[src/hdl/tgf_pkg.sv]
package tgf_pkg;

   localparam int TIME_W   = 32;
   localparam int STEP_W   = 8;
   localparam int SUM_W    = TIME_W + 1;
   localparam int CSR_IDX_W = 2;

   // fillers per item are capped; the rest of a gap is dropped and flagged
   localparam int MAX_FILL = 63;
   localparam int FILL_W   = $clog2(MAX_FILL + 1);
   // the scan count must hold the cap plus one extra filler
   localparam int CNT_W    = $clog2(MAX_FILL + 3);
   localparam logic [CNT_W-1:0] SCAN_CAP = CNT_W'(MAX_FILL + 1);

   localparam logic [STEP_W-1:0] DRIFT_STEP = STEP_W'(2);
   localparam logic [STEP_W-1:0] UNIT_STEP  = STEP_W'(1);

   localparam logic [CSR_IDX_W-1:0] CSR_START_TIME = CSR_IDX_W'(0);
   localparam logic [CSR_IDX_W-1:0] CSR_END_TIME   = CSR_IDX_W'(1);
   localparam logic [CSR_IDX_W-1:0] CSR_TIME_STEP  = CSR_IDX_W'(2);

   typedef struct packed {
      logic [TIME_W-1:0] start_time;
      logic [TIME_W-1:0] end_time;
      logic [STEP_W-1:0] time_step;
   } cfg_type;

   // operands of the shared adder and comparator
   typedef struct packed {
      logic [SUM_W-1:0]  add_a;
      logic [STEP_W-1:0] add_b;
      logic [SUM_W-1:0]  cmp_a;
      logic [SUM_W-1:0]  cmp_b;
   } alu_req_type;

   typedef struct packed {
      logic [SUM_W-1:0] sum;
      logic             lt;
   } alu_rsp_type;

   typedef struct packed {
      logic [TIME_W-1:0] out_time;
      logic [TIME_W-1:0] out_value;
      logic              is_filler;
      logic              drift_fixed;
      logic              truncated;
      logic              last;
   } rsp_type;

endpackage

[src/hdl/tgf_req_if.sv]
interface tgf_req_if;
   logic        valid;
   logic        ready;
   logic        mode;
   logic [31:0] in_time;
   logic [31:0] in_value;

   modport source (output valid, output mode, output in_time, output in_value, input ready);
   modport sink   (input valid, input mode, input in_time, input in_value, output ready);
endinterface

[src/hdl/tgf_rsp_if.sv]
interface tgf_rsp_if;
   logic        valid;
   logic        ready;
   logic [31:0] out_time;
   logic [31:0] out_value;
   logic        is_filler;
   logic        drift_fixed;
   logic        truncated;
   logic        last;

   modport source (output valid, output out_time, output out_value, output is_filler,
                   output drift_fixed, output truncated, output last, input ready);
   modport sink   (input valid, input out_time, input out_value, input is_filler,
                   input drift_fixed, input truncated, input last, output ready);
endinterface

[src/hdl/tgf_csr.sv]
module tgf_csr
   import tgf_pkg::*;
(
   input  logic                 clock,
   input  logic                 reset,
   input  logic                 csr_we,
   input  logic [CSR_IDX_W-1:0] csr_index,
   input  logic [TIME_W-1:0]    csr_wdata,
   output cfg_type              cfg
);

   cfg_type cfg_ff;
   cfg_type cfg_in;

   always_comb begin
      cfg_in = cfg_ff;
      if (csr_we) begin
         unique case (csr_index)
            CSR_START_TIME: cfg_in.start_time = csr_wdata;
            CSR_END_TIME:   cfg_in.end_time   = csr_wdata;
            CSR_TIME_STEP:  cfg_in.time_step  = csr_wdata[STEP_W-1:0];
            default:        cfg_in = cfg_ff;   // drop writes to unknown registers
         endcase
      end
   end

   always_ff @(posedge clock) begin
      if (reset) begin
         cfg_ff.start_time <= '0;
         cfg_ff.end_time   <= '0;
         cfg_ff.time_step  <= UNIT_STEP;
      end else begin
         cfg_ff <= cfg_in;
      end
   end

   assign cfg = cfg_ff;

endmodule

[src/hdl/tgf_alu.sv]
module tgf_alu
   import tgf_pkg::*;
(
   input  alu_req_type op,
   output alu_rsp_type res
);

   assign res.sum = op.add_a + SUM_W'(op.add_b);
   assign res.lt  = op.cmp_a < op.cmp_b;

endmodule

[src/hdl/tgf_seq.sv]
module tgf_seq
   import tgf_pkg::*;
(
   input  logic        clock,
   input  logic        reset,
   input  cfg_type     cfg,
   tgf_req_if.sink     req_chan,
   tgf_rsp_if.source   rsp_chan,
   output alu_req_type alu_op,
   input  alu_rsp_type alu_res
);

   typedef enum logic [2:0] {
      ST_IDLE = 3'b001,
      ST_SCAN = 3'b010,
      ST_EMIT = 3'b100
   } state_type;

   state_type         state_ff, state_in;
   logic              mode_ff, mode_in;
   logic [TIME_W-1:0] t_ff, t_in;
   logic [TIME_W-1:0] value_ff, value_in;
   logic [TIME_W-1:0] n_ff, n_in;
   logic [STEP_W-1:0] s_ff, s_in;
   logic [SUM_W-1:0]  probe_ff, probe_in;
   logic [SUM_W-1:0]  bound_ff, bound_in;
   logic [CNT_W-1:0]  cnt_ff, cnt_in;
   logic [FILL_W-1:0] rem_ff, rem_in;
   logic              trunc_ff, trunc_in;
   logic              drift_ff, drift_in;
   logic [TIME_W-1:0] next_ff, next_in;
   logic              started_ff, started_in;
   logic              rsp_valid_ff, rsp_valid_in;
   rsp_type           rsp_ff, rsp_in;

   logic              accept;
   logic              out_free;
   logic [STEP_W-1:0] s_sel;
   logic [TIME_W-1:0] n_sel;
   logic              drift_w;
   logic              extra_w;
   logic [CNT_W-1:0]  total_w;
   logic              trunc_w;
   logic [FILL_W-1:0] emit_w;

   assign req_chan.ready = (state_ff == ST_IDLE);
   assign accept   = req_chan.valid && req_chan.ready;
   assign out_free = !rsp_valid_ff || rsp_chan.ready;

   assign s_sel = (cfg.time_step == '0) ? UNIT_STEP : cfg.time_step;
   assign n_sel = started_ff ? next_ff : cfg.start_time;

   // with step 2 a sample an odd distance past the expected slot lands one
   // second past a grid slot and is pulled back
   assign drift_w = !mode_ff && (s_ff == DRIFT_STEP) && (t_ff > n_ff) && (t_ff[0] != n_ff[0]);
   assign extra_w = !mode_ff && (t_ff != n_ff) && !drift_w;
   assign total_w = cnt_ff + CNT_W'(extra_w);
   assign trunc_w = total_w > CNT_W'(MAX_FILL);
   assign emit_w  = trunc_w ? FILL_W'(MAX_FILL) : total_w[FILL_W-1:0];

   // shared adder and comparator operands
   always_comb begin
      alu_op.cmp_a = probe_ff;
      alu_op.cmp_b = bound_ff;
      unique case (state_ff)
         ST_IDLE: begin
            alu_op.add_a = SUM_W'(req_chan.mode ? cfg.end_time : n_sel);
            alu_op.add_b = s_sel;
         end
         ST_SCAN: begin
            alu_op.add_a = probe_ff;
            alu_op.add_b = s_ff;
         end
         ST_EMIT: begin
            if (rem_ff != '0) begin
               alu_op.add_a = probe_ff;
               alu_op.add_b = s_ff;
            end else begin
               alu_op.add_a = SUM_W'(t_ff);
               alu_op.add_b = drift_ff ? UNIT_STEP : s_ff;
            end
         end
         default: begin
            alu_op.add_a = probe_ff;
            alu_op.add_b = s_ff;
         end
      endcase
   end

   always_comb begin
      state_in     = state_ff;
      mode_in      = mode_ff;
      t_in         = t_ff;
      value_in     = value_ff;
      n_in         = n_ff;
      s_in         = s_ff;
      probe_in     = probe_ff;
      bound_in     = bound_ff;
      cnt_in       = cnt_ff;
      rem_in       = rem_ff;
      trunc_in     = trunc_ff;
      drift_in     = drift_ff;
      next_in      = next_ff;
      started_in   = started_ff;
      rsp_valid_in = rsp_valid_ff && !rsp_chan.ready;
      rsp_in       = rsp_ff;

      unique case (state_ff)
         ST_IDLE: begin
            if (accept) begin
               mode_in  = req_chan.mode;
               t_in     = req_chan.in_time;
               value_in = req_chan.in_value;
               n_in     = n_sel;
               s_in     = s_sel;
               cnt_in   = '0;
               if (req_chan.mode) begin
                  // count slots from n below end_time + step
                  probe_in = SUM_W'(n_sel);
                  bound_in = alu_res.sum;
               end else begin
                  // count slots after n that lie below the sample time
                  probe_in = alu_res.sum;
                  bound_in = SUM_W'(req_chan.in_time);
               end
               state_in = ST_SCAN;
            end
         end
         ST_SCAN: begin
            if (alu_res.lt && (cnt_ff != SCAN_CAP)) begin
               cnt_in   = cnt_ff + CNT_W'(1);
               probe_in = alu_res.sum;
            end else begin
               drift_in = drift_w;
               trunc_in = trunc_w;
               rem_in   = emit_w;
               probe_in = SUM_W'(n_ff);
               if (mode_ff && (emit_w == '0)) begin
                  started_in = 1'b0;
                  next_in    = '0;
                  state_in   = ST_IDLE;
               end else begin
                  state_in = ST_EMIT;
               end
            end
         end
         ST_EMIT: begin
            if (out_free) begin
               rsp_valid_in = 1'b1;
               if (rem_ff != '0) begin
                  rsp_in.out_time    = probe_ff[TIME_W-1:0];
                  rsp_in.out_value   = '0;
                  rsp_in.is_filler   = 1'b1;
                  rsp_in.drift_fixed = 1'b0;
                  rsp_in.truncated   = trunc_ff;
                  rsp_in.last        = mode_ff && (rem_ff == FILL_W'(1));
                  probe_in = alu_res.sum;
                  rem_in   = rem_ff - FILL_W'(1);
                  if (mode_ff && (rem_ff == FILL_W'(1))) begin
                     started_in = 1'b0;
                     next_in    = '0;
                     state_in   = ST_IDLE;
                  end
               end else begin
                  rsp_in.out_time    = t_ff - TIME_W'(drift_ff);
                  rsp_in.out_value   = value_ff;
                  rsp_in.is_filler   = 1'b0;
                  rsp_in.drift_fixed = drift_ff;
                  rsp_in.truncated   = trunc_ff;
                  rsp_in.last        = 1'b1;
                  next_in    = alu_res.sum[TIME_W-1:0];
                  started_in = 1'b1;
                  state_in   = ST_IDLE;
               end
            end
         end
         default: begin
            state_in = ST_IDLE;
         end
      endcase
   end

   always_ff @(posedge clock) begin
      if (reset) begin
         state_ff     <= ST_IDLE;
         started_ff   <= 1'b0;
         next_ff      <= '0;
         rsp_valid_ff <= 1'b0;
         cnt_ff       <= '0;
         rem_ff       <= '0;
      end else begin
         state_ff     <= state_in;
         started_ff   <= started_in;
         next_ff      <= next_in;
         rsp_valid_ff <= rsp_valid_in;
         cnt_ff       <= cnt_in;
         rem_ff       <= rem_in;
      end
   end

   always_ff @(posedge clock) begin
      mode_ff  <= mode_in;
      t_ff     <= t_in;
      value_ff <= value_in;
      n_ff     <= n_in;
      s_ff     <= s_in;
      probe_ff <= probe_in;
      bound_ff <= bound_in;
      trunc_ff <= trunc_in;
      drift_ff <= drift_in;
      rsp_ff   <= rsp_in;
   end

   assign rsp_chan.valid       = rsp_valid_ff;
   assign rsp_chan.out_time    = rsp_ff.out_time;
   assign rsp_chan.out_value   = rsp_ff.out_value;
   assign rsp_chan.is_filler   = rsp_ff.is_filler;
   assign rsp_chan.drift_fixed = rsp_ff.drift_fixed;
   assign rsp_chan.truncated   = rsp_ff.truncated;
   assign rsp_chan.last        = rsp_ff.last;

   a_cnt_bound: assert property (@(posedge clock) disable iff (reset)
      cnt_ff <= SCAN_CAP)
      else $error("scan count beyond cap");

   a_accept_scan: assert property (@(posedge clock) disable iff (reset)
      accept |=> (state_ff == ST_SCAN))
      else $error("accepted item did not start a scan");

   a_row_rearm: assert property (@(posedge clock) disable iff (reset)
      ((state_ff == ST_EMIT) && (rem_ff == '0) && out_free)
      |=> (started_ff && (state_ff == ST_IDLE) && rsp_valid_ff && rsp_chan.last))
      else $error("sample row did not close the item");

   a_drift_step: assert property (@(posedge clock) disable iff (reset)
      ((state_ff == ST_EMIT) && drift_ff) |-> ((s_ff == DRIFT_STEP) && !mode_ff))
      else $error("drift fix outside step-2 sample");

endmodule

[src/hdl/timestamp_gap_filler_core.sv]
// channel  | dir | handshake            | payload
// req_chan | in  | valid/ready          | mode, in_time, in_value
// rsp_chan | out | valid/ready          | out_time, out_value, is_filler, drift_fixed,
//          |     |                      | truncated, last
// csr      | in  | csr_we, no wait      | csr_index, csr_wdata
//
// An item is taken, then a shared adder/comparator walks the grid slots, one per
// cycle, to count the gap, then emits one result per cycle while rsp_chan is not
// stalled. req_chan.ready is low from acceptance until the last result is loaded,
// or until the scan ends when a finish has no filler to emit.
// A stalled rsp_chan holds the output register and pauses emission; reset clears state.
module timestamp_gap_filler_core
   import tgf_pkg::*;
(
   input  logic                 clock,
   input  logic                 reset,
   tgf_req_if.sink              req_chan,
   tgf_rsp_if.source            rsp_chan,
   input  logic                 csr_we,
   input  logic [CSR_IDX_W-1:0] csr_index,
   input  logic [TIME_W-1:0]    csr_wdata
);

   cfg_type     cfg;
   alu_req_type alu_op;
   alu_rsp_type alu_res;

   tgf_csr u_csr (
      .clock     (clock),
      .reset     (reset),
      .csr_we    (csr_we),
      .csr_index (csr_index),
      .csr_wdata (csr_wdata),
      .cfg       (cfg)
   );

   tgf_alu u_alu (
      .op  (alu_op),
      .res (alu_res)
   );

   tgf_seq u_seq (
      .clock    (clock),
      .reset    (reset),
      .cfg      (cfg),
      .req_chan (req_chan),
      .rsp_chan (rsp_chan),
      .alu_op   (alu_op),
      .alu_res  (alu_res)
   );

endmodule

[src/flat_wrapper.sv]
// flat-port wrapper written by rule: the top's interface ports become plain ports
module timestamp_gap_filler_core_flat import tgf_pkg::*;
  (clock, reset, csr_we, csr_index, csr_wdata, req_chan_valid, req_chan_mode, req_chan_in_time, req_chan_in_value, req_chan_ready, rsp_chan_valid, rsp_chan_out_time, rsp_chan_out_value, rsp_chan_is_filler, rsp_chan_drift_fixed, rsp_chan_truncated, rsp_chan_last, rsp_chan_ready);
  tgf_req_if req_chan_i ();
  tgf_rsp_if rsp_chan_i ();
  input  logic clock;
  input  logic reset;
  input  logic csr_we;
  input  logic [CSR_IDX_W-1:0] csr_index;
  input  logic [TIME_W-1:0] csr_wdata;
  input wire logic [$bits(req_chan_i.valid)-1:0] req_chan_valid;
  input wire logic [$bits(req_chan_i.mode)-1:0] req_chan_mode;
  input wire logic [$bits(req_chan_i.in_time)-1:0] req_chan_in_time;
  input wire logic [$bits(req_chan_i.in_value)-1:0] req_chan_in_value;
  output wire logic [$bits(req_chan_i.ready)-1:0] req_chan_ready;
  output wire logic [$bits(rsp_chan_i.valid)-1:0] rsp_chan_valid;
  output wire logic [$bits(rsp_chan_i.out_time)-1:0] rsp_chan_out_time;
  output wire logic [$bits(rsp_chan_i.out_value)-1:0] rsp_chan_out_value;
  output wire logic [$bits(rsp_chan_i.is_filler)-1:0] rsp_chan_is_filler;
  output wire logic [$bits(rsp_chan_i.drift_fixed)-1:0] rsp_chan_drift_fixed;
  output wire logic [$bits(rsp_chan_i.truncated)-1:0] rsp_chan_truncated;
  output wire logic [$bits(rsp_chan_i.last)-1:0] rsp_chan_last;
  input wire logic [$bits(rsp_chan_i.ready)-1:0] rsp_chan_ready;
  assign req_chan_i.valid = req_chan_valid;
  assign req_chan_i.mode = req_chan_mode;
  assign req_chan_i.in_time = req_chan_in_time;
  assign req_chan_i.in_value = req_chan_in_value;
  assign req_chan_ready = req_chan_i.ready;
  assign rsp_chan_valid = rsp_chan_i.valid;
  assign rsp_chan_out_time = rsp_chan_i.out_time;
  assign rsp_chan_out_value = rsp_chan_i.out_value;
  assign rsp_chan_is_filler = rsp_chan_i.is_filler;
  assign rsp_chan_drift_fixed = rsp_chan_i.drift_fixed;
  assign rsp_chan_truncated = rsp_chan_i.truncated;
  assign rsp_chan_last = rsp_chan_i.last;
  assign rsp_chan_i.ready = rsp_chan_ready;
  timestamp_gap_filler_core u_core (.clock(clock), .reset(reset), .req_chan(req_chan_i), .rsp_chan(rsp_chan_i), .csr_we(csr_we), .csr_index(csr_index), .csr_wdata(csr_wdata));
endmodule
[config.mk]
export PLATFORM = sky130hd
export DESIGN_NAME = timestamp_gap_filler_core_flat
export DESIGN_NICKNAME = d
export VERILOG_FILES = /design/src/hdl/tgf_pkg.sv /design/src/hdl/tgf_req_if.sv /design/src/hdl/tgf_rsp_if.sv /design/src/hdl/tgf_csr.sv /design/src/hdl/tgf_alu.sv /design/src/hdl/tgf_seq.sv /design/src/hdl/timestamp_gap_filler_core.sv /design/src/flat_wrapper.sv
export SDC_FILE = /design/constraint.sdc
export NUM_CORES = 1
export LEC_CHECK = 0
export ABC_CLOCK_PERIOD_IN_PS = 10400
export BUFFER_PORTS_ARGS = -buffer_cell sky130_fd_sc_hd__buf_2
export CORE_MARGIN = 1.5
export CORE_UTILIZATION = 34
export CTS_CLUSTER_SIZE = 8
export DETAILED_ROUTE_END_ITERATION = 7
export HOLD_SLACK_MARGIN = 0.08
export PLACE_DENSITY = 0.55
export SKIP_CTS_REPAIR_TIMING = 1
export SLEW_MARGIN = 20
export SYNTH_ARGS = -nofsm -noshare
export SYNTH_HDL_FRONTEND = slang
export SYNTH_SLANG_ARGS = --single-unit
[constraint.sdc]
create_clock -name clock -period 10.4 [get_ports clock]
set_input_delay 0.52 -clock clock [delete_from_list [all_inputs] [get_ports clock]]
set_output_delay 0.52 -clock clock [all_outputs]
set_load 0.05 [all_outputs]
==> flow_summary.toml, run 1 <==
[outcome]
run_status = "finished clean"

[timing]
layout_worst_path_cycle_share_pct = 52.5
final_max_slew_viol_count = 0
setup_viol = 0
holdWs_ns = 0.111
setup_tns_ns = 0
max_clock_freq_ghz = 0.183
setup_repair_after_global_routing_missed_its_margin = "false"
max-slew-margin-rel_pct = 23.7
worst-slew-pin-transition_ns = 1.14
min_period_ns = 5.46
finClkSkew_ns = 0.0307
hold_violations = 0

[worst_setup_path]
rr_worst_depth = 15
start_kind = "flop"
worstSetupEndpoint = "u_core.u_seq.bound_ff[30]"
critical_path_arrival_ns = 5.78
worst_path_required_ns = 10.71
timing.rr.start = "u_core.u_seq.state_ff[2]"
regToRegSetupSlack_ns = 4.94
crit_startpoint = "u_core.u_seq.state_ff[2]"
timing.rr.end = "u_core.u_seq.bound_ff[30]"
path_class = "reg -> reg"
crit_path_end_kind = "flop"
path_max_fanout = 19

[layout]
layout.cells.most_common = "sky130_fd_sc_hd__nand2_1"
layout.cells.most_common_list = "304 x sky130_fd_sc_hd__nand2_1, 241 x sky130_fd_sc_hd__edfxtp_1, 172 x sky130_fd_sc_hd__buf_2"
post_route_cells_drive_above_1_share_pct = 17.0
fin_cells = 2623
design.final.nets = 2078
final_core_utilization_pct = 40.1
flow.area_growth_from_synthesis_pct = 16.4

[power_and_ir_drop]
share_comb_of_total_power_pct = 12.0
sw_frac_of_total_pct = 26.3
clockPowerShare_pct = 42.1
netSwitchingPower_w = 0.000975
cellPowerDensity_mw_per_mm2 = 176
total_leakage_power_nw = 8.14
power_report.internal_total_w = 0.00274
overall_power_of_the_completed_layout_w = 0.00371
ir_worst_vdd_mv = 0.102
share_seq_of_total_power_pct = 45.9

[place]
gpl.final_weighted_congestion = 0.906
placed_cell_count = 2527
port-buffer-count = 173
hpwl_um = 40600

[logic_synthesis]
synth.yosys.seq_area_share_pct = 53.3
synth_cell_types = 84
synthArstFlopShare_pct = 0
top_cell_type_s_share_of_synthesized_area_pct = 39.9
postSynthRegisterBits = 363
synth_ff_type = "sky130_fd_sc_hd__edfxtp_1"
netlist_instances = 1749
synth_largest_area_cell = "sky130_fd_sc_hd__edfxtp_1"
synth_nets = 1934
synthTopCellsByArea = "sky130_fd_sc_hd__edfxtp_1 40%, sky130_fd_sc_hd__dfxtp_1 13%, sky130_fd_sc_hd__nand2_1 6.3%"
syn_area_mm2 = 0.0182
postSynthAreaPerCell_um2 = 10.4
synth_edf_count = 241
yosys_warnings = 0

[floorplanning]
floorplan.rows = 84
dieHeight_um = 234
floorplan.core_area_mm2 = 0.0527
dieArea_mm2 = 0.0548
ioPinCount = 174
floorplan.initialDensity_pct = 34.5
die-width_um = 234

[clock_network]
cts.root.buffer_cell = "sky130_fd_sc_hd__clkbuf_16"
cts_made_buffers = 51
ctsHtreeMaxLevel = 2
cts.sinks = 363
clock_insertion_delay_worst_skew_ns = 0.60
clkTransAtPathRegs_ns = 0.06
maximum_buffer_depth_of_the_clock_tree = 3
clock_tree_from_tritoncts = "yes"

[hold_path]
hold_path.class = "in -> reg"

[routing]
highest_layer = "met5"
drt_drc_violations_left = 0
detailedRoute.firstIterationViolations = 1257
routed-via-count = 14100
antenna_left = 0
detail_route.vias_per_cell = 5.36
wirelength_um = 56200
drt_pre_antenna_iters = 5
detailroute.wirelength.met3_um = 4990
met1_length_um = 26000
routed-wl-met2_um = 23800
wire_per_inst_um = 21.4

[grt]
grt_overflow = 0
antenna_found_initial = 12
global_route.usage.total_pct = 20.2
via_count_of_the_first_global_routing_pass = 13400
grt_first_pass_wirelength_um = 83600
grt_start_max_net_pins = 74

[job]
maxCapViolations = 0
-- worst min path at each step --
stage	to	slack, ns	startpoint	cells after the start
floorplan	u_core.u_seq.rsp_chan.truncated	0.40	u_core.u_seq.trunc_ff	0
global route	u_core.u_seq.value_ff[21]	0.09	req_chan_in_value[21]	1
CTS	u_core.u_seq.value_ff[21]	0.08	req_chan_in_value[21]	1
global placement	u_core.u_seq.rsp_chan.truncated	0.40	u_core.u_seq.trunc_ff	0
detailed placement	u_core.u_seq.rsp_chan.truncated	0.41	u_core.u_seq.trunc_ff	0
finish	u_core.u_seq.value_ff[21]	0.11	req_chan_in_value[21]	1
-- per-stage QoR --
| step | instance area (µm²) | worst slack, ns |
|---|---|---|
| detailed placement | 19600 | 5.02 |
| global placement | 19600 | 5.17 |
| CTS | 21100 | 4.98 |
| floorplan | 18200 | 5.00 |
| finish | 21100 | 4.94 |
| global route | 21100 | 4.70 |
-- flip-flops by register name, summed over array words and instances, names as in the netlist, 3 cells and up --
| name | cells |
|---|---|
| u_core.u_seq.state_ff | 3 |
| u_core.u_seq.s_ff | 8 |
| u_core.u_seq.rem_ff | 6 |
| u_core.u_seq.next_ff | 32 |
| u_core.u_seq.cnt_ff | 7 |
| u_core.u_seq.n_ff | 32 |
| u_core.u_seq.value_ff | 32 |
| u_core.u_seq.bound_ff | 33 |
| u_core.u_seq.rsp_chan.out_time | 32 |
| u_core.u_seq.t_ff | 32 |
| u_core.u_csr.cfg | 72 |
| u_core.u_seq.probe_ff | 33 |
| u_core.u_seq.rsp_chan.out_value | 32 |
-- worst max-delay path: stages, from the launching register on --
cell and delay [ns]:
sky130_fd_sc_hd__dfxtp_1 0.55, sky130_fd_sc_hd__or3b_1 0.72, sky130_fd_sc_hd__a21oi_2 0.65, sky130_fd_sc_hd__or2_1 0.45, sky130_fd_sc_hd__a222oi_1 0.16, sky130_fd_sc_hd__inv_1 0.09, sky130_fd_sc_hd__ha_1 0.18, sky130_fd_sc_hd__fa_1 0.22
sky130_fd_sc_hd__a21oi_1 0.11, sky130_fd_sc_hd__o22ai_1 0.24, sky130_fd_sc_hd__o22a_1 0.25, sky130_fd_sc_hd__nand3_1 0.20, sky130_fd_sc_hd__nor4_4 0.68, sky130_fd_sc_hd__nand2_1 0.23, sky130_fd_sc_hd__nor3_1 0.32, sky130_fd_sc_hd__o31ai_1 0.11
-- power groups by stage --
| stage | Combinational, W | Clock, W | Sequential (W) |
|---|---|---|---|
| final | 0.000446 | 0.00156 | 0.00170 |
| after global placement | 0.000435 | 0 | 0.00173 |
| after floorplan | 0.000301 | 0 | 0.00170 |
| after detailed placement | 0.000439 | 0 | 0.00173 |
| after CTS | 0.000442 | 0.00159 | 0.00170 |
| after global routing | 0.000493 | 0.00166 | 0.00171 |
-- cell type report --
class,instances,area (µm²)
well taps,688,861
fillers,5083,31500
repair buffers,194,1050
multi-input cells,1194,7730
diodes,3,7.51
inverters,89,335
clock inverters,4,56.3
clock buffers,88,1420
flip-flops and latches,363,9680
-- layer usage --
layer / GRT usage (%) / up-vias
li1: - / 6633
met1: 29.3 / 6721
met2: 29.7 / 596
met3: 4.88 / 88
met4: 5.89 / 18
met5: 0 / -
-- synthesized netlist by cell type (all sizes together) (10+ instances only) --
cell type  instances
clkbuf            74
o31ai             10
nor3              19
inv               88
mux2i             21
buf               29
dfxtp            122
nand2            305
nor4              14
ha                80
o21a              14
xor2              26
nor2              86
edfxtp           241
and2              10
nand3             36
o21ai             93
a221o             13
mux2              43
and3              36
a21o              19
a222oi            12
xnor2             40
nand4             16
nand3b            12
a21oi            139
o2bb2ai           11
a22oi             20
a2bb2o            14
-- kinds of logic (layout without fill, tap and decap cells) --
family	count (synthesis)	after routing	share of synthesized area, %
adders and majority gates	81	81	5.62
other	0	3	0
AOI/OAI and AO/OA	403	403	14.8
muxes	64	64	3.82
xor gates and xnor gates	66	66	3.18
and+or+nand+nor	580	580	15.0
buffers and inverters	192	375	4.25
DFF	363	363	53.3
No activity file was read; power rests on OpenSTA's default activity.
==> inputs of run 2 (changes only) <==
ABC_CLOCK_PERIOD_IN_PS = 4650   (was 10400)
PLACE_DENSITY = 0.56   (was 0.55)
clock period = 4.65 ns   (was 10.4 ns; I/O delays follow)
==> run 2 against run 1 <==
Register-to-register slack got worse by 4.7 ns. Largest cell class unchanged. Sequential power increased by 120%. Critical path type unchanged. Worst hold slack got worse by 0.0098 ns.
==> flow_summary.toml, run 2 (synthesis results as in run 1) <==
[power_and_ir_drop]
share_seq_of_total_power_pct = 45.2
power_report.internal_total_w = 0.00619
sw_frac_of_total_pct = 26.1
ir_worst_vdd_mv = 0.201
share_comb_of_total_power_pct = 13.6
total_leakage_power_nw = 8.86
cellPowerDensity_mw_per_mm2 = 370
clockPowerShare_pct = 41.1
netSwitchingPower_w = 0.00219
overall_power_of_the_completed_layout_w = 0.00838

[routing]
drt_pre_antenna_iters = 6
antenna_left = 0
wirelength_um = 55600
detailedRoute.firstIterationViolations = 1281
detail_route.vias_per_cell = 5.15
drt_drc_violations_left = 0
wire_per_inst_um = 20.0
routed-via-count = 14300

[layout]
final_area_mm2 = 0.0226
layout.cells.most_common = "sky130_fd_sc_hd__nand2_1"
seq_area_mm2 = 0.00968
fillers = 4996
design.final.nets = 2238
multiInputGateArea_mm2 = 0.00778
fin_cells = 2781
post_route_cells_drive_above_1_share_pct = 19.1
layout.cells.most_common_list = "304 x sky130_fd_sc_hd__nand2_1, 241 x sky130_fd_sc_hd__edfxtp_1, 172 x sky130_fd_sc_hd__buf_2"
flow.area_growth_from_synthesis_pct = 24.7
max_reg_flops = 72

[worst_setup_path]
crit_path_end_kind = "flop"
critical_path_arrival_ns = 4.85
regToRegSetupSlack_ns = 0.27
rr_worst_depth = 20
path_class = "reg -> reg"
path_max_fanout = 16
timing.rr.start = "u_core.u_seq.t_ff[27]"
timing.rr.end = "u_core.u_seq.next_ff[22]"
worst_path_required_ns = 5.12
start_kind = "flop"

[grt]
grt_util_met1_pct = 28.1
grt_overflow = 0
via_count_of_the_first_global_routing_pass = 13400
grt_start_max_net_pins = 70
grt_util_met2_pct = 30.2
antenna_found_initial = 3
gr-usage-met3_pct = 4.60
global_route.usage.total_pct = 19.8
grt.busiest_layer = "met2"
grt_first_pass_wirelength_um = 82200

[timing]
layout_worst_path_cycle_share_pct = 94.2
setup_viol = 0
worst-slew-pin-transition_ns = 0.961
setup_repair_after_global_routing_missed_its_margin = "false"
final_max_slew_viol_count = 0
min_period_ns = 4.38
max_clock_freq_ghz = 0.228
finClkSkew_ns = 0.0164
setup_tns_ns = 0
max-slew-margin-rel_pct = 35.9
holdWs_ns = 0.102
hold_violations = 0

[clock_network]
cts_made_buffers = 51
cts.root.buffer_cell = "sky130_fd_sc_hd__clkbuf_16"
ctsHtreeMaxLevel = 2
maximum_buffer_depth_of_the_clock_tree = 3
cts.sinks = 363
clock_insertion_delay_worst_skew_ns = 0.59
clock_tree_from_tritoncts = "yes"
clkTransAtPathRegs_ns = 0.05

[floorplanning]
floorplan.core_area_mm2 = 0.0527
floorplan.initialDensity_pct = 34.5
floorplan.rows = 84
dieArea_mm2 = 0.0548
die-width_um = 234
ioPinCount = 174
dieHeight_um = 234

[place]
gpl.final_weighted_congestion = 0.917
hpwl_um = 40600
port-buffer-count = 173
placed_cell_count = 2573
dpl-instance-area_mm2 = 0.0200

[outcome]
run_status = "finished clean"

[hold_path]
hold_path.class = "in -> reg"
min_to = "u_core.u_seq.rsp_chan.valid"
hold_path_depth = 3
origin_of_the_worst_min_delay_path = "rsp_chan_ready"

[job]
maxCapViolations = 0
## run 2: critical path: stages (launching register included)
cell                        delay [ns]
sky130_fd_sc_hd__edfxtp_1         0.47
sky130_fd_sc_hd__ha_1             0.35
sky130_fd_sc_hd__nand4_1          0.11
sky130_fd_sc_hd__nor2_2           0.07
sky130_fd_sc_hd__and3_1           0.21
sky130_fd_sc_hd__and3_1           0.20
sky130_fd_sc_hd__a21oi_4          0.20
sky130_fd_sc_hd__nand4_1          0.28
sky130_fd_sc_hd__a31oi_2          0.27
sky130_fd_sc_hd__nor2b_2          0.08
sky130_fd_sc_hd__ha_1             0.20
sky130_fd_sc_hd__ha_1             0.25
sky130_fd_sc_hd__a21boi_1         0.23
sky130_fd_sc_hd__nor3_2           0.09
sky130_fd_sc_hd__nand4_1          0.14
sky130_fd_sc_hd__a2bb2oi_1        0.29
sky130_fd_sc_hd__a21oi_2          0.05
sky130_fd_sc_hd__buf_4            0.17
sky130_fd_sc_hd__nand3_1          0.08
sky130_fd_sc_hd__buf_4            0.20
sky130_fd_sc_hd__a2bb2o_1         0.30
## run 2: final cells by class
type	count	share of cell area, %
Sequential cell	363	42.7
Multi-Input combinational cell	1194	34.4
Timing Repair Buffer	354	11.1
Clock buffer	87	6.33
Tap cell	688	3.80
Inverter	89	1.48
Clock inverter	3	0.133
Antenna cell	3	0.0332
## run 2: worst max path at each step
| stage | start | to | cells past startpoint |
|---|---|---|---|
| 2_1_floorplan | u_core.u_seq.state_ff[2] | u_core.u_seq.bound_ff[31] | 16 |
| 3_3_place_gp | u_core.u_seq.t_ff[27] | u_core.u_seq.next_ff[26] | 18 |
| 3_5_place_dp | u_core.u_seq.t_ff[27] | u_core.u_seq.next_ff[18] | 18 |
| 4_1_cts | u_core.u_seq.t_ff[27] | u_core.u_seq.next_ff[18] | 18 |
| 5_1_grt | u_core.u_seq.t_ff[27] | u_core.u_seq.next_ff[30] | 20 |
| 6_report | u_core.u_seq.t_ff[27] | u_core.u_seq.next_ff[22] | 20 |
## run 2: per-stage QoR
| step | worst slack, ns | util (%) |
|---|---|---|
| 6_report | 0.272 | 43.0 |
| 2_1_floorplan | 0.384 | - |
| 4_1_cts | -0.300 | 40.8 |
| 5_1_grt | 0.00691 | 43.0 |
| 3_5_place_dp | -0.280 | 38.0 |
| 3_3_place_gp | -0.275 | 38.0 |
## run 2: power groups by stage
stage | Combinational [W] | Clock (W) | Sequential (W)
2_1_floorplan | 0.000673 | 0 | 0.00380
3_3_place_gp | 0.00104 | 0 | 0.00384
3_5_place_dp | 0.00105 | 0 | 0.00385
4_1_cts | 0.00105 | 0.00354 | 0.00378
5_1_grt | 0.00126 | 0.00366 | 0.00380
6_report | 0.00114 | 0.00344 | 0.00379
## run 2: metal layers
| layer | share of wire (%) | vias up |
|---|---|---|
| li1 | - | 6948 |
| met1 | 47 | 6782 |
| met2 | 44 | 529 |
| met3 | 7.5 | 74 |
| met4 | 1.9 | 0 |
| met5 | 0 | - |
==> inputs of run 3 (changes only) <==
CORE_MARGIN = not set   (was 1.5)
==> run 3 against run 2 <==
Clock power up 2%. Clock-buffer cell count up 3. Register-to-register slack is essentially flat. Power rose by 0.81%. Worst hold slack better by 0.044 ns. Critical endpoint is now u_core.u_seq.next_ff[30]. Setup slack lost 0.013 ns. Critical path type unchanged. Largest power group unchanged. First-iteration DRC count decreased by 18%. Critical path depth did not move. Non-clock buffer count is 10 lower.
==> flow_summary.toml, run 3 (synthesis results as in run 1) <==
[outcome]
run_status = "finished clean"

[timing]
hold_violations = 0
setup_viol = 0
finClkSkew_ns = 0.0236
setup_repair_after_global_routing_missed_its_margin = "false"
max-slew-margin-rel_pct = 39.2
holdWs_ns = 0.146
setup_tns_ns = 0
max_clock_freq_ghz = 0.228
final_max_slew_viol_count = 0
min_period_ns = 4.39
worst-slew-pin-transition_ns = 0.913
layout_worst_path_cycle_share_pct = 94.4

[worst_setup_path]
critical_path_arrival_ns = 4.88
path_class = "reg -> reg"
path_max_fanout = 16
start_kind = "flop"
rr_worst_depth = 20
worst_path_required_ns = 5.14
crit_path_end_kind = "flop"

[clock_network]
clock_tree_from_tritoncts = "yes"
maximum_buffer_depth_of_the_clock_tree = 3
cts.sinks = 363
ctsHtreeMaxLevel = 2
cts.root.buffer_cell = "sky130_fd_sc_hd__clkbuf_16"
cts_made_buffers = 51
clkTransAtPathRegs_ns = 0.05
clock_insertion_delay_worst_skew_ns = 0.58

[hold_path]
hold_path.class = "in -> reg"
hold_path_depth = 2

[grt]
via_count_of_the_first_global_routing_pass = 13400
grt_overflow = 0
grt_first_pass_wirelength_um = 83100
grt_util_met2_pct = 29.9
global_route.usage.total_pct = 20.2
grt_util_met1_pct = 29.0
grt.busiest_layer = "met2"
antenna_found_initial = 1
gr-usage-met3_pct = 3.88
grt_start_max_net_pins = 96

[floorplanning]
dieHeight_um = 233
floorplan.core_area_mm2 = 0.0527
ioPinCount = 174
floorplan.rows = 84
die-width_um = 233
dieArea_mm2 = 0.0543
floorplan.initialDensity_pct = 34.5

[layout]
layout.cells.most_common_list = "304 x sky130_fd_sc_hd__nand2_1, 241 x sky130_fd_sc_hd__edfxtp_1, 172 x sky130_fd_sc_hd__buf_2"
max_reg_flops = 72
post_route_cells_drive_above_1_share_pct = 18.6
layout.cells.most_common = "sky130_fd_sc_hd__nand2_1"
flow.area_growth_from_synthesis_pct = 24.2
fin_cells = 2770
final_core_utilization_pct = 42.8
design.final.nets = 2228

[place]
gpl.final_weighted_congestion = 0.936
port-buffer-count = 173
hpwl_um = 41100
placed_cell_count = 2567

[power_and_ir_drop]
power_report.internal_total_w = 0.00627
sw_frac_of_total_pct = 25.8
share_comb_of_total_power_pct = 13.4
cellPowerDensity_mw_per_mm2 = 374
netSwitchingPower_w = 0.00217
share_seq_of_total_power_pct = 45.0
overall_power_of_the_completed_layout_w = 0.00844
ir_worst_vdd_mv = 0.200
clockPowerShare_pct = 41.6
total_leakage_power_nw = 8.81

[routing]
routed-via-count = 14600
detail_route.vias_per_cell = 5.26
wire_per_inst_um = 20.6
drt_pre_antenna_iters = 7
drt_drc_violations_left = 0
detailedRoute.firstIterationViolations = 1051
antenna_left = 0
wirelength_um = 57000

[job]
maxCapViolations = 0
## run 3: cell types whose count changed in the layout (fill, tap and decap cells not counted), moves of 2 or more
cell	change
sky130_fd_sc_hd__clkbuf_1	+2
sky130_fd_sc_hd__diode_2	-2
sky130_fd_sc_hd__buf_4	-7
sky130_fd_sc_hd__dlygate4sd3_1	-2
sky130_fd_sc_hd__o31ai_1	+2
sky130_fd_sc_hd__o31ai_2	-2
## run 3: through the flow
step           worst slack (ns)  cell area (µm²)
2_1_floorplan             0.384            18200
3_3_place_gp             -0.303            19900
3_5_place_dp             -0.332            20000
4_1_cts                  -0.377            21400
5_1_grt                  0.0478            22500
6_report                  0.259            22600
## run 3: cell type report
class / instances / area [µm²]
fillers: 4998 / 30100
inverters: 89 / 335
flip-flops and latches: 363 / 9680
diodes: 1 / 2.50
clock inverters: 1 / 30.0
repair buffers: 344 / 2420
multi-input cells: 1194 / 7760
clock buffers: 90 / 1470
well taps: 688 / 861
## run 3: power groups by stage
stage | clock [W] | combinational [W] | sequential, W
final | 0.00351 | 0.00113 | 0.00380
after global routing | 0.00370 | 0.00124 | 0.00381
after CTS | 0.00358 | 0.00105 | 0.00379
after detailed placement | 0 | 0.00104 | 0.00386
after global placement | 0 | 0.00103 | 0.00385
after floorplan | 0 | 0.000673 | 0.00380
## run 3: critical path: stages, from the launching register on
cell and delay [ns]:
sky130_fd_sc_hd__edfxtp_1 0.46, sky130_fd_sc_hd__ha_1 0.36, sky130_fd_sc_hd__nand4_1 0.11, sky130_fd_sc_hd__nor2_2 0.07
sky130_fd_sc_hd__and3_1 0.21, sky130_fd_sc_hd__and3_1 0.21, sky130_fd_sc_hd__a21oi_4 0.24, sky130_fd_sc_hd__nand4_1 0.30
sky130_fd_sc_hd__a31oi_1 0.29, sky130_fd_sc_hd__nor2b_1 0.11, sky130_fd_sc_hd__ha_1 0.21, sky130_fd_sc_hd__ha_2 0.21
sky130_fd_sc_hd__and3b_1 0.19, sky130_fd_sc_hd__nor3_2 0.17, sky130_fd_sc_hd__nand4_1 0.16, sky130_fd_sc_hd__a2bb2oi_1 0.19
sky130_fd_sc_hd__a21oi_2 0.12, sky130_fd_sc_hd__buf_4 0.16, sky130_fd_sc_hd__nand3_1 0.08, sky130_fd_sc_hd__buf_4 0.22
sky130_fd_sc_hd__o31ai_1 0.23
## run 3: worst paths after layout
check | from | to | slack, ns
setup / recovery | u_core.u_seq.t_ff[27] | u_core.u_seq.next_ff[30] | 0.26
hold / removal | reset | u_core.u_seq.cnt_ff[0] | 0.15
setup reg to reg | u_core.u_seq.t_ff[27] | u_core.u_seq.next_ff[30] | 0.26
hold reg to reg | u_core.u_seq.trunc_ff | u_core.u_seq.rsp_chan.truncated | 0.43
## run 3: routing by layer
metal  wire length, µm  share of wire, %  up-vias
met5                 0                 0        -
met4              1640               2.9        0
met3              4030               7.1       86
met2             24600                43      587
met1             26700                47     6959
li1                  -                 -     6939
